[config.mk]
export PLATFORM = sky130hd
export DESIGN_NAME = gga_sentence_field_extractor_unit_flat
export DESIGN_NICKNAME = d
export VERILOG_FILES = /design/src/hw/rtl/gsfe_pkg.sv /design/src/hw/rtl/gsfe_in_if.sv /design/src/hw/rtl/gsfe_out_if.sv /design/src/hw/rtl/gsfe_checksum.sv /design/src/hw/rtl/gsfe_field_tagger.sv /design/src/hw/rtl/gga_sentence_field_extractor_unit.sv /design/src/flat_wrapper.sv
export SDC_FILE = /design/constraint.sdc
export NUM_CORES = 1
export LEC_CHECK = 0
export BUFFER_PORTS_ARGS = -buffer_cell sky130_fd_sc_hd__buf_2
export CAP_MARGIN = 15
export CORE_UTILIZATION = 48
export DETAILED_ROUTE_END_ITERATION = 10
export GPL_TIMING_DRIVEN = 0
export PLACE_DENSITY_LB_ADDON = 0.05
export SYNTH_ARGS = -nofsm -noshare
export SYNTH_HDL_FRONTEND = slang
export SYNTH_SLANG_ARGS = --single-unit
[constraint.sdc]
create_clock -name clk -period 2.85 [get_ports clk]
set_clock_uncertainty 0.2 [all_clocks]
set_input_delay 0.855 -clock clk [delete_from_list [all_inputs] [get_ports clk]]
set_output_delay 0.855 -clock clk [all_outputs]
set_load 0.03 [all_outputs]
[src/hw/rtl/gsfe_pkg.sv]
// Package with the types, constants and helper functions of the GGA field extractor.
`default_nettype none

package gsfe_pkg;

    localparam int unsigned HDR_LEN = 7;

    localparam logic [7:0] CHAR_STAR  = 8'h2A;
    localparam logic [7:0] CHAR_COMMA = 8'h2C;

    localparam logic [3:0] FIELD_NONE    = 4'd0;
    localparam logic [3:0] FIELD_TIME    = 4'd1;
    localparam logic [3:0] FIELD_LAT_DIR = 4'd3;
    localparam logic [3:0] FIELD_LON_DIR = 4'd5;
    localparam logic [3:0] FIELD_ALT     = 4'd9;
    localparam logic [3:0] FIELD_GEOID   = 4'd10;
    localparam logic [3:0] COMMA_GEOID   = 4'd11;
    localparam logic [3:0] COMMA_MAX     = 4'd15;

    localparam logic [1:0] HEX_CLOSED = 2'd3;

    typedef struct packed {
        logic [3:0] field_code;
        logic [7:0] field_char;
        logic [3:0] char_position;
        logic       char_valid;
        logic       field_overflow;
        logic       sentence_done;
        logic       header_match;
        logic       checksum_ok;
    } result_t;

    typedef struct packed {
        logic hex_ok;
        logic [3:0] value;
    } hex_digit_t;

    function automatic logic [7:0] header_char(input logic [2:0] idx);
        logic [7:0] c;
        begin
            case (idx)
                3'd0:    c = 8'h24;
                3'd1:    c = 8'h47;
                3'd2:    c = 8'h50;
                3'd3:    c = 8'h47;
                3'd4:    c = 8'h47;
                3'd5:    c = 8'h41;
                3'd6:    c = 8'h2C;
                default: c = 8'h00;
            endcase
            return c;
        end
    endfunction

    function automatic hex_digit_t hex_decode(input logic [7:0] c);
        hex_digit_t h;
        begin
            h.hex_ok = 1'b1;
            h.value  = 4'd0;
            if (c >= 8'h30 && c <= 8'h39) begin
                h.value = 4'(c - 8'h30);
            end else if (c >= 8'h41 && c <= 8'h46) begin
                h.value = 4'(c - 8'h41 + 8'd10);
            end else if (c >= 8'h61 && c <= 8'h66) begin
                h.value = 4'(c - 8'h61 + 8'd10);
            end else begin
                h.hex_ok = 1'b0;
            end
            return h;
        end
    endfunction

endpackage

`default_nettype wire

[src/hw/rtl/gsfe_in_if.sv]
// Channel interface that carries one sentence byte per beat.
`default_nettype none

interface gsfe_in_if;
    logic       valid;
    logic       ready;
    logic [7:0] data_byte;
    logic       last_byte;

    modport source (output valid, output data_byte, output last_byte, input ready);
    modport sink (input valid, input data_byte, input last_byte, output ready);
endinterface

`default_nettype wire

[src/hw/rtl/gsfe_out_if.sv]
// Channel interface that carries one tagged result per beat.
`default_nettype none

interface gsfe_out_if;
    logic       valid;
    logic       ready;
    logic [3:0] field_code;
    logic [7:0] field_char;
    logic [3:0] char_position;
    logic       char_valid;
    logic       field_overflow;
    logic       sentence_done;
    logic       header_match;
    logic       checksum_ok;

    modport source (
        output valid, output field_code, output field_char, output char_position,
        output char_valid, output field_overflow, output sentence_done,
        output header_match, output checksum_ok, input ready
    );
    modport sink (
        input valid, input field_code, input field_char, input char_position,
        input char_valid, input field_overflow, input sentence_done,
        input header_match, input checksum_ok, output ready
    );
endinterface

`default_nettype wire

[src/hw/rtl/gsfe_checksum.sv]
// Running XOR of the sentence body and decoding of the transmitted hex checksum.
`default_nettype none

module gsfe_checksum (
    input  wire logic       clk,
    input  wire logic       rst_n,
    input  wire logic       step,
    input  wire logic [7:0] data_byte,
    input  wire logic       last_byte,
    input  wire logic       first_byte,
    output logic            star_seen,
    output logic            checksum_ok
);

    logic [7:0] xor_reg, xor_next;
    logic       star_reg, star_next;
    logic [1:0] taken_reg, taken_next;
    logic [7:0] sum_reg, sum_next;
    gsfe_pkg::hex_digit_t digit;

    assign digit     = gsfe_pkg::hex_decode(data_byte);
    assign star_seen = star_reg;

    always_comb
    begin
        xor_next   = xor_reg;
        star_next  = star_reg;
        taken_next = taken_reg;
        sum_next   = sum_reg;
        if (!star_reg) begin
            if (data_byte == gsfe_pkg::CHAR_STAR) begin
                star_next = 1'b1;
            end else if (!first_byte) begin
                xor_next = xor_reg ^ data_byte;
            end
        end else if (taken_reg < 2'd2) begin
            if (digit.hex_ok) begin
                sum_next   = {sum_reg[3:0], digit.value};
                taken_next = taken_reg + 2'd1;
            end else begin
                taken_next = gsfe_pkg::HEX_CLOSED;
            end
        end
        checksum_ok = last_byte && star_next && (xor_next == sum_next);
        if (last_byte) begin
            xor_next   = 8'd0;
            star_next  = 1'b0;
            taken_next = 2'd0;
            sum_next   = 8'd0;
        end
    end

    always_ff @(posedge clk or negedge rst_n)
    begin
        if (!rst_n) begin
            xor_reg   <= 8'd0;
            star_reg  <= 1'b0;
            taken_reg <= 2'd0;
            sum_reg   <= 8'd0;
        end else if (step) begin
            xor_reg   <= xor_next;
            star_reg  <= star_next;
            taken_reg <= taken_next;
            sum_reg   <= sum_next;
        end
    end

endmodule

`default_nettype wire

[src/hw/rtl/gsfe_field_tagger.sv]
// Header match, comma counting and field tagging of each sentence byte.
`default_nettype none

module gsfe_field_tagger #(
    parameter int unsigned MAX_FIELD_CHARS = 16
) (
    input  wire logic       clk,
    input  wire logic       rst_n,
    input  wire logic       step,
    input  wire logic [7:0] data_byte,
    input  wire logic       last_byte,
    input  wire logic       star_seen,
    output logic            first_byte,
    output gsfe_pkg::result_t tag
);

    localparam int unsigned PW = $clog2(MAX_FIELD_CHARS + 1);
    localparam logic [PW-1:0] POS_MAX = PW'(MAX_FIELD_CHARS);
    localparam logic [2:0] IDX_END = 3'(gsfe_pkg::HDR_LEN);

    logic [2:0]    idx_reg, idx_next;
    logic          hok_reg, hok_next;
    logic [3:0]    cc_reg, cc_next;
    logic [PW-1:0] pos_reg, pos_next;
    logic [PW+3:0] pos_ext;
    logic [3:0]    code;
    logic          is_dir;

    assign first_byte = (idx_reg == 3'd0);
    assign pos_ext    = {4'd0, pos_reg};

    always_comb
    begin
        if (cc_reg >= gsfe_pkg::FIELD_TIME && cc_reg <= gsfe_pkg::FIELD_ALT) begin
            code = cc_reg;
        end else if (cc_reg == gsfe_pkg::COMMA_GEOID) begin
            code = gsfe_pkg::FIELD_GEOID;
        end else begin
            code = gsfe_pkg::FIELD_NONE;
        end
        is_dir = (code == gsfe_pkg::FIELD_LAT_DIR) || (code == gsfe_pkg::FIELD_LON_DIR);
    end

    always_comb
    begin
        idx_next = idx_reg;
        hok_next = hok_reg;
        cc_next  = cc_reg;
        pos_next = pos_reg;
        tag      = '0;
        if (idx_reg < IDX_END) begin
            if (first_byte) begin
                hok_next = (data_byte == gsfe_pkg::header_char(idx_reg));
            end else begin
                hok_next = hok_reg && (data_byte == gsfe_pkg::header_char(idx_reg));
            end
            if (idx_reg == IDX_END - 3'd1 && hok_next) begin
                cc_next = gsfe_pkg::FIELD_TIME;
            end
            idx_next = idx_reg + 3'd1;
        end else if (hok_reg && !star_seen && data_byte != gsfe_pkg::CHAR_STAR) begin
            if (data_byte == gsfe_pkg::CHAR_COMMA) begin
                if (cc_reg < gsfe_pkg::COMMA_MAX) begin
                    cc_next = cc_reg + 4'd1;
                end
                pos_next = '0;
            end else begin
                if (code != gsfe_pkg::FIELD_NONE && !(is_dir && pos_reg != '0)) begin
                    tag.field_code = code;
                    tag.field_char = data_byte;
                    if (pos_reg >= POS_MAX) begin
                        tag.field_overflow = 1'b1;
                    end else begin
                        tag.char_valid    = 1'b1;
                        tag.char_position = pos_ext[3:0];
                    end
                end
                if (pos_reg < POS_MAX) begin
                    pos_next = pos_reg + PW'(1);
                end
            end
        end
        tag.header_match  = hok_next && (idx_next == IDX_END);
        tag.sentence_done = last_byte;
        if (last_byte) begin
            idx_next = 3'd0;
            hok_next = 1'b0;
            cc_next  = 4'd0;
            pos_next = '0;
        end
    end

    always_ff @(posedge clk or negedge rst_n)
    begin
        if (!rst_n) begin
            idx_reg <= 3'd0;
            hok_reg <= 1'b0;
            cc_reg  <= 4'd0;
            pos_reg <= '0;
        end else if (step) begin
            idx_reg <= idx_next;
            hok_reg <= hok_next;
            cc_reg  <= cc_next;
            pos_reg <= pos_next;
        end
    end

endmodule

`default_nettype wire

[src/hw/rtl/gga_sentence_field_extractor_unit.sv]
// Top level of the GGA sentence field extractor with its input and result registers.
`default_nettype none

// The unit takes one sentence byte per beat and returns one result per byte, at a sustained
// rate of one byte per clock cycle while the output is not stalled. A byte is held in the input
// register, then the header, comma and checksum state is updated from it as it moves into the
// result register, which holds its result until it is taken. Field characters are tagged
// for the GGA fields from time to geoid separation, the altitude unit is skipped, and
// characters beyond MAX_FIELD_CHARS in a field are flagged as overflow. The checksum verdict
// is given with the result of the byte marked last, after which all sentence state returns
// to its reset value.
module gga_sentence_field_extractor_unit #(
    parameter int unsigned MAX_FIELD_CHARS = 16
) (
    input wire logic clk,
    input wire logic rst_n,
    gsfe_in_if.sink   sentence,
    gsfe_out_if.source result
);

    logic              in_valid_reg;
    logic [7:0]        in_byte_reg;
    logic              in_last_reg;
    logic              out_valid_reg;
    gsfe_pkg::result_t out_reg, out_next;
    gsfe_pkg::result_t tag;
    logic              advance;
    logic              first_byte;
    logic              star_seen;
    logic              checksum_ok;

    assign advance        = in_valid_reg && (!out_valid_reg || result.ready);
    assign sentence.ready = !in_valid_reg || advance;

    gsfe_field_tagger #(
        .MAX_FIELD_CHARS(MAX_FIELD_CHARS)
    ) u_tagger (
        .clk        (clk),
        .rst_n      (rst_n),
        .step       (advance),
        .data_byte  (in_byte_reg),
        .last_byte  (in_last_reg),
        .star_seen  (star_seen),
        .first_byte (first_byte),
        .tag        (tag)
    );

    gsfe_checksum u_checksum (
        .clk         (clk),
        .rst_n       (rst_n),
        .step        (advance),
        .data_byte   (in_byte_reg),
        .last_byte   (in_last_reg),
        .first_byte  (first_byte),
        .star_seen   (star_seen),
        .checksum_ok (checksum_ok)
    );

    always_comb
    begin
        out_next             = tag;
        out_next.checksum_ok = checksum_ok;
    end

    always_ff @(posedge clk or negedge rst_n)
    begin
        if (!rst_n) begin
            in_valid_reg  <= 1'b0;
            out_valid_reg <= 1'b0;
        end else begin
            if (sentence.ready) begin
                in_valid_reg <= sentence.valid;
            end
            if (advance) begin
                out_valid_reg <= 1'b1;
            end else if (result.ready) begin
                out_valid_reg <= 1'b0;
            end
        end
    end

    always_ff @(posedge clk)
    begin
        if (sentence.valid && sentence.ready) begin
            in_byte_reg <= sentence.data_byte;
            in_last_reg <= sentence.last_byte;
        end
        if (advance) begin
            out_reg <= out_next;
        end
    end

    assign result.valid          = out_valid_reg;
    assign result.field_code     = out_reg.field_code;
    assign result.field_char     = out_reg.field_char;
    assign result.char_position  = out_reg.char_position;
    assign result.char_valid     = out_reg.char_valid;
    assign result.field_overflow = out_reg.field_overflow;
    assign result.sentence_done  = out_reg.sentence_done;
    assign result.header_match   = out_reg.header_match;
    assign result.checksum_ok    = out_reg.checksum_ok;

endmodule

`default_nettype wire
[src/flat_wrapper.sv]
// flat-port wrapper written by rule: the top's interface ports become plain ports
module gga_sentence_field_extractor_unit_flat 
#(
    parameter int unsigned MAX_FIELD_CHARS = 16
)
  (clk, rst_n, sentence_valid, sentence_data_byte, sentence_last_byte, sentence_ready, result_valid, result_field_code, result_field_char, result_char_position, result_char_valid, result_field_overflow, result_sentence_done, result_header_match, result_checksum_ok, result_ready);
  gsfe_in_if sentence_i ();
  gsfe_out_if result_i ();
  input wire logic clk;
  input wire logic rst_n;
  input wire logic [$bits(sentence_i.valid)-1:0] sentence_valid;
  input wire logic [$bits(sentence_i.data_byte)-1:0] sentence_data_byte;
  input wire logic [$bits(sentence_i.last_byte)-1:0] sentence_last_byte;
  output wire logic [$bits(sentence_i.ready)-1:0] sentence_ready;
  output wire logic [$bits(result_i.valid)-1:0] result_valid;
  output wire logic [$bits(result_i.field_code)-1:0] result_field_code;
  output wire logic [$bits(result_i.field_char)-1:0] result_field_char;
  output wire logic [$bits(result_i.char_position)-1:0] result_char_position;
  output wire logic [$bits(result_i.char_valid)-1:0] result_char_valid;
  output wire logic [$bits(result_i.field_overflow)-1:0] result_field_overflow;
  output wire logic [$bits(result_i.sentence_done)-1:0] result_sentence_done;
  output wire logic [$bits(result_i.header_match)-1:0] result_header_match;
  output wire logic [$bits(result_i.checksum_ok)-1:0] result_checksum_ok;
  input wire logic [$bits(result_i.ready)-1:0] result_ready;
  assign sentence_i.valid = sentence_valid;
  assign sentence_i.data_byte = sentence_data_byte;
  assign sentence_i.last_byte = sentence_last_byte;
  assign sentence_ready = sentence_i.ready;
  assign result_valid = result_i.valid;
  assign result_field_code = result_i.field_code;
  assign result_field_char = result_i.field_char;
  assign result_char_position = result_i.char_position;
  assign result_char_valid = result_i.char_valid;
  assign result_field_overflow = result_i.field_overflow;
  assign result_sentence_done = result_i.sentence_done;
  assign result_header_match = result_i.header_match;
  assign result_checksum_ok = result_i.checksum_ok;
  assign result_i.ready = result_ready;
  gga_sentence_field_extractor_unit #(.MAX_FIELD_CHARS(MAX_FIELD_CHARS)) u_core (.clk(clk), .rst_n(rst_n), .sentence(sentence_i), .result(result_i));
endmodule
==> results.json, run 1 <==
{
  "status": "finished with violations",
  "violations": "negative setup slack",
  "gp_congestion": 0.915,
  "synth_ff_type": "dfrtp_1",
  "drc_errors": 0,
  "ys_types": 62,
  "cp_top_family": "simple AND/OR/NAND/NOR gates",
  "start_kind": "flip-flop",
  "yosys.area.top_type_share_pct": 24.3,
  "worst_slack_ns": -0.0663,
  "insertion_delay_ns": 0.35,
  "initial_utilization_pct": 50.4,
  "synth_common_cells": "nand2_1 (42), nor2_1 (35), dfrtp_1 (34), o21ai_0 (34), edfxtp_1 (30)",
  "grtUsageMet2_pct": 36.4,
  "crit_fanout": 7,
  "ys_seq_area_share_pct": 47.2,
  "grt-busiest-layer": "met2",
  "die-area_sq_um": 8090,
  "antenna_found_initial": 0,
  "grt_max_degree": 35,
  "worstSetupPathType": "reg2reg",
  "r2r-start": "u_core.in_byte_reg[6]$_DFFE_PP_",
  "worst_slew_pin_slew_ns": 0.776,
  "crit_path_cell_trace": "nand4bb_1, a21o_1, o21ai_1, a21boi_1, or4_1, a222oi_1, and4_1",
  "comb_power_share_pct": 29.1,
  "cp_slowest_cell": "edfxtp_1",
  "drv_cap": 0,
  "drt_iter0_markers": 191,
  "required_ns": 2.85,
  "finalHoldViolations": 0,
  "num_rows": 31,
  "path_depth": 7,
  "syn_avg_cell_area_sq_um": 9.50,
  "slew_headroom_pct": 48.3,
  "p_seq_share_pct": 44.3,
  "dr.pass1.iters": 4,
  "first_global_vias": 2917,
  "vias_per_cell": 5.57,
  "r2r_cells": 7,
  "clock_sinks": 64,
  "synth_seq_cells": 64,
  "htreeDepth": 3,
  "netlist_area_sq_um": 3710,
  "cts.reportedPaths.clkPinSlew_ns": 0.07,
  "power.density_nw_per_um2": 635,
  "synth.area.top_cells": "edfxtp_1 (24%), dfrtp_1 (23%), ha_1 (5.1%), o21ai_0 (4.6%), nand2_1 (4.2%)",
  "swShare_pct": 34.2,
  "ant_nets": 0,
  "io_buffers": 35,
  "slew_viol_final": 0,
  "finalCriticalPeriod_ns": 2.92,
  "rrSetupSlack_ns": -0.07,
  "syn_to_final_growth_pct": 19.7,
  "ys_warn_count": 0,
  "intPower_mw": 1.86,
  "critPathCapture": "u_core.result.checksum_ok$_DFFE_PP_",
  "insertedDiodeCount": 0,
  "vias": 3105,
  "crit_arrival_ns": 2.91,
  "r2r_end": "u_core.result.checksum_ok$_DFFE_PP_",
  "path_buf_inv": 0,
  "overflow": 0,
  "finalCritPeriodShare_pct": 102,
  "root_buffer": "clkbuf_8",
  "grt_first_pass_wirelength_um": 14200,
  "die_w_um": 90.0,
  "num_io_pins": 36,
  "die_height_um": 90.0,
  "dp_hpwl_um": 5950,
  "pwr-share-clk_pct": 26.6,
  "synth.most_common_cell": "nand2_1",
  "peakVddDrop_mv": 0.427,
  "cpPeakStageDelay_ns": 0.53,
  "coreArea_sq_um": 7370,
  "power_switching_uw": 966,
  "grt_usage_pct": 22.5,
  "leakage_nw": 1.77,
  "synthArstFlopShare_pct": 53.1,
  "worstSetupStartpoint": "u_core.in_byte_reg[6]$_DFFE_PP_",
  "drive_above_1_share_pct": 20.7,
  "synth_top_area_cell": "edfxtp_1",
  "synth_edf_count": 30,
  "layout.nets": 481,
  "syn-instance-count": 391,
  "rsz0062_at_grt": "yes",
  "synth_nets": 419,
  "use_met1_pct": 29.5,
  "wl_per_cell_um": 15.8,
  "drt-total-wl_um": 8820,
  "grt_util_met3_pct": 4.82,
  "hold_class": "reg2reg",
  "fin_setup_tns_ns": -0.0663,
  "numCtsBuffers": 9,
  "tritoncts": "built",
  "timing.hold.ws_ns": 0.268,
  "crit_path_end_kind": "flip-flop",
  "fmax_mhz": 343,
  "finalSetupViolations": 1,
  "cts.path.max_buffers": 2
}
[stage by stage]
stage	util (%)	instances	power, mW	worst slack [ns]	cell area (sq um)
floorplan	-	391	1.81	0.0244	3720
detailed placement	54.5	525	2.00	-0.528	4020
CTS	58.2	550	2.76	-0.0916	4290
finish	60.4	557	2.83	-0.0663	4450
global route	60.4	557	2.99	-0.195	4450
global placement	54.5	525	1.98	-0.575	4020
[worst register-to-register path, cell delays in order (launching register included)]
cell       delay, ns
edfxtp_1        0.53
nand4bb_1       0.34
a21o_1          0.31
o21ai_1         0.16
a21boi_1        0.08
or4_1           0.53
a222oi_1        0.34
and4_1          0.28
[per-layer routing]
layer | routed length, um | up-vias
li1 | - | 1543
met1 | 3930 | 1477
met2 | 4340 | 69
met3 | 360 | 16
met4 | 180 | 0
met5 | 0 | -
[power groups by stage]
stage               registers, mW  logic, mW  clock network (mW)
floorplan                    1.28      0.536                   0
global placement             1.27      0.718                   0
detailed placement           1.27      0.733                   0
CTS                          1.25      0.755               0.759
global route                 1.27      0.914               0.801
finish                       1.25      0.823               0.751
[how the worst min path moves through the flow]
| stage | start | endpoint | slack (ns) | cells after the start |
|---|---|---|---|---|
| after floorplan | u_core.in_last_reg$_DFFE_PP_ | u_core.result.sentence_done$_DFFE_PP_ | 0.22 | 0 |
| after global placement | u_core.in_last_reg$_DFFE_PP_ | u_core.result.sentence_done$_DFFE_PP_ | 0.23 | 0 |
| after detailed placement | u_core.in_last_reg$_DFFE_PP_ | u_core.result.sentence_done$_DFFE_PP_ | 0.26 | 0 |
| after CTS | u_core.in_last_reg$_DFFE_PP_ | u_core.result.sentence_done$_DFFE_PP_ | 0.27 | 0 |
| after global routing | u_core.in_last_reg$_DFFE_PP_ | u_core.result.sentence_done$_DFFE_PP_ | 0.29 | 0 |
| final | u_core.in_last_reg$_DFFE_PP_ | u_core.result.sentence_done$_DFFE_PP_ | 0.27 | 0 |
[cells in the final DEF, fill, tap and decap left out, drive strengths merged, types with 3 or more instances in the layout]
| master | Yosys | routed |
|---|---|---|
| a211o | 3 | 3 |
| a21boi | 5 | 5 |
| a21oi | 25 | 25 |
| a22o | 4 | 4 |
| a31oi | 4 | 4 |
| and2 | 11 | 11 |
| buf | 3 | 54 |
| clkbuf | 12 | 23 |
| clkinv | 2 | 5 |
| dfrtp | 34 | 34 |
| edfxtp | 30 | 30 |
| ha | 15 | 15 |
| inv | 14 | 15 |
| mux2i | 4 | 4 |
| nand2 | 42 | 42 |
| nand2b | 10 | 10 |
| nand3 | 14 | 14 |
| nand3b | 3 | 3 |
| nor2 | 35 | 35 |
| nor2b | 3 | 3 |
| nor3 | 10 | 10 |
| nor3b | 5 | 5 |
| o211ai | 5 | 5 |
| o21ai | 38 | 38 |
| o21bai | 3 | 3 |
| o31ai | 3 | 3 |
| xnor2 | 8 | 8 |
| xor2 | 9 | 9 |
[cells by family after synthesis]
family | share of synthesized area, %
AO/OA/AOI/OAI | 18.2
buffers and inverters | 3.23
multiplexers | 1.08
AND/OR/NAND/NOR | 21.3
adder cells (fa/ha/maj) | 5.05
flip-flops | 47.2
XOR/XNOR | 4.01
[final cells by class]
class | count | area, sq um
well taps | 99 | 124
multi-input cells | 296 | 1970
clock inverters | 5 | 48.8
inverters | 16 | 62.6
flip-flops and latches | 64 | 1750
clock buffers | 11 | 131
repair buffers | 51 | 295
fillers | 655 | 2920
plain buffers | 15 | 61.3
[repair_timing]
| action | in CTS | in global routing |
|---|---|---|
| setup endpoints to repair | 31 | 22 |
| buffers inserted | 9 | 7 |
| gates resized for setup | 5 | 25 |
| hold buffers | 0 | 0 |
| pin swaps | 1 | 11 |
(Power assumes the default switching activity.)
==> run 2, diff against run 1 <==
--- a/config.mk
+++ b/config.mk
@@ -9,7 +9,6 @@
 export CAP_MARGIN = 15
 export CORE_UTILIZATION = 48
 export DETAILED_ROUTE_END_ITERATION = 10
-export GPL_TIMING_DRIVEN = 0
 export PLACE_DENSITY_LB_ADDON = 0.05
 export SYNTH_ARGS = -nofsm -noshare
 export SYNTH_HDL_FRONTEND = slang
==> constraint.sdc (replaced) <==
create_clock -name clk -period 2.85 [get_ports clk]
set_clock_uncertainty 0.2 [all_clocks]
set_input_delay 0.285 -clock clk [delete_from_list [all_inputs] [get_ports clk]]
set_output_delay 0.285 -clock clk [all_outputs]
set_load 0.03 [all_outputs]
==> run 2 against run 1 <==
The flow now finishes without violations; combinational power is 1% higher; routed wire length is 1.1% lower; sequential share of layout area is 1.3 points lower; via count is 2.6% higher; fmax is 3.8% higher; sequential cell count stayed put; hold slack worse by 0.23 ns; non-clock buffer count is 19 higher; largest cell class unchanged; highest routed layer unchanged.
==> results.json, run 2 (synthesis gave the netlist of run 1 again) <==
{
  "status": "finished clean",
  "drv_cap": 0,
  "syn_to_final_growth_pct": 23.8,
  "slew_viol_final": 0,
  "rsz0062_at_grt": "yes",
  "crit_fanout": 4,
  "r2r-start": "u_core.in_byte_reg[0]$_DFFE_PP_",
  "wl_per_cell_um": 15.1,
  "place_ws_ns": -0.00344,
  "peakVddDrop_mv": 0.404,
  "insertedDiodeCount": 0,
  "die_height_um": 90.0,
  "dr.pass1.iters": 5,
  "fmax_mhz": 356,
  "insertion_delay_ns": 0.35,
  "crit_path_end_kind": "flip-flop",
  "cpPeakStageDelay_ns": 0.46,
  "vias_per_cell": 5.53,
  "worst_slew_pin_slew_ns": 0.782,
  "finalHoldViolations": 0,
  "num_io_pins": 36,
  "vias": 3185,
  "cts.reportedPaths.clkPinSlew_ns": 0.07,
  "finalCritPeriodShare_pct": 98.6,
  "antenna_found_initial": 0,
  "gp_congestion": 0.946,
  "power.density_nw_per_um2": 624,
  "layout.nets": 500,
  "worstSetupPathType": "reg2reg",
  "cp_slowest_cell": "edfxtp_1",
  "initial_utilization_pct": 50.4,
  "first_global_vias": 3039,
  "die_w_um": 90.0,
  "tritoncts": "built",
  "hold_start": "result_ready",
  "htreeDepth": 3,
  "power_mw": 2.87,
  "worst_slack_ns": 0.0391,
  "required_ns": 2.86,
  "num_rows": 31,
  "grt_first_pass_wirelength_um": 14800,
  "crit_arrival_ns": 2.82,
  "drc_errors": 0,
  "clock_sinks": 64,
  "start_kind": "flip-flop",
  "overflow": 0,
  "root_buffer": "clkbuf_8",
  "die-area_sq_um": 8090,
  "hold_class": "in2reg",
  "grt_usage_pct": 23.1,
  "drive_above_1_share_pct": 22.4,
  "coreArea_sq_um": 7370,
  "cts.path.max_buffers": 2,
  "grt_max_degree": 35,
  "fillers": 651,
  "slew_headroom_pct": 47.9,
  "finalSetupViolations": 0,
  "io_buffers": 35,
  "drt_iter0_markers": 164,
  "dp_hpwl_um": 6140,
  "worstSetupStartpoint": "u_core.in_byte_reg[0]$_DFFE_PP_",
  "numCtsBuffers": 9,
  "layout_common_cells": "nand2_1 (41), buf_4 (39), buf_2 (35)",
  "crit_path_cell_trace": "inv_2, ha_2, or3b_1, nand4_1, buf_4, or3_1, a21oi_1, or4_1, a222oi_1, and4_1",
  "mostFrequentLayoutCell": "nand2_1",
  "drt-total-wl_um": 8720,
  "leakage_nw": 1.89,
  "finalCriticalPeriod_ns": 2.81,
  "ant_nets": 0
}
==> run 2: layer usage <==
layer	global-route usage, %	part of all wire (%)	vias up
li1	-	-	1575
met1	31.2	47	1534
met2	37.2	49	66
met3	5.25	3.2	10
met4	7.26	1.2	0
met5	0	0	-
==> run 2: stage by stage <==
stage	area (sq um)	TNS [ns]	instances	hold slack (ns)	utilization, %
after floorplan	3710	0	391	-0.211	-
after global placement	4190	0	541	0.206	56.8
after detailed placement	4190	-0.00344	541	0.212	56.8
after CTS	4510	0	570	0.0293	61.2
after global routing	4600	-0.191	576	0.0602	62.4
final	4600	0	576	0.0344	62.4
==> run 2: final timing paths <==
| check | endpoint | slack [ns] | cells past startpoint |
|---|---|---|---|
| worst max register to register | u_core.result.checksum_ok$_DFFE_PP_ | 0.04 | 10 |
| min in group asynchronous | u_core.u_tagger.pos_reg[4]$_DFFE_PN0P_ | 0.34 | 2 |
| max in group asynchronous | u_core.result.valid$_DFFE_PN0P_ | 1.60 | 2 |
| worst max-delay path | u_core.result.checksum_ok$_DFFE_PP_ | 0.04 | 10 |
| worst min-delay path | u_core.result.valid$_DFFE_PN0P_ | 0.03 | 3 |
| worst min register to register | u_core.u_checksum.sum_reg[4]$_DFFE_PN0P_ | 0.30 | 2 |
==> run 2: area by class of cell <==
class	count	area, sq um	share of cell area, %
clock inverters	5	56.3	1.22
repair buffers	85	578	12.6
clock buffers	11	141	3.07
multi-input cells	296	1890	41.1
flip-flops and latches	64	1750	38.1
well taps	99	124	2.69
inverters	16	60.1	1.31
==> run 2: critical path, delay by kind of cell, from the launching register on <==
kind                     cells  cell delay (ns)
AO/OA/AOI/OAI                2             0.38
adder cells (fa/ha/maj)      1             0.18
buffers and inverters        2             0.26
flip-flops                   1             0.46
AND/OR/NAND/NOR              5             1.21
==> run 2: what timing repair did <==
item                                    CTS  global route
setup buffers                             2             6
hold buffers                             11             0
endpoints found under the setup margin    2            20
pin swaps                                 1             7
hold endpoints to repair                 44             0
gates resized for setup                   1            15
==> run 2: power breakdown <==
group	leakage, nW	internal (mW)	switching (mW)
logic	1.04	0.373	0.460
registers	0.744	1.11	0.140
clock network	0.0993	0.426	0.365
total	1.89	1.91	0.965
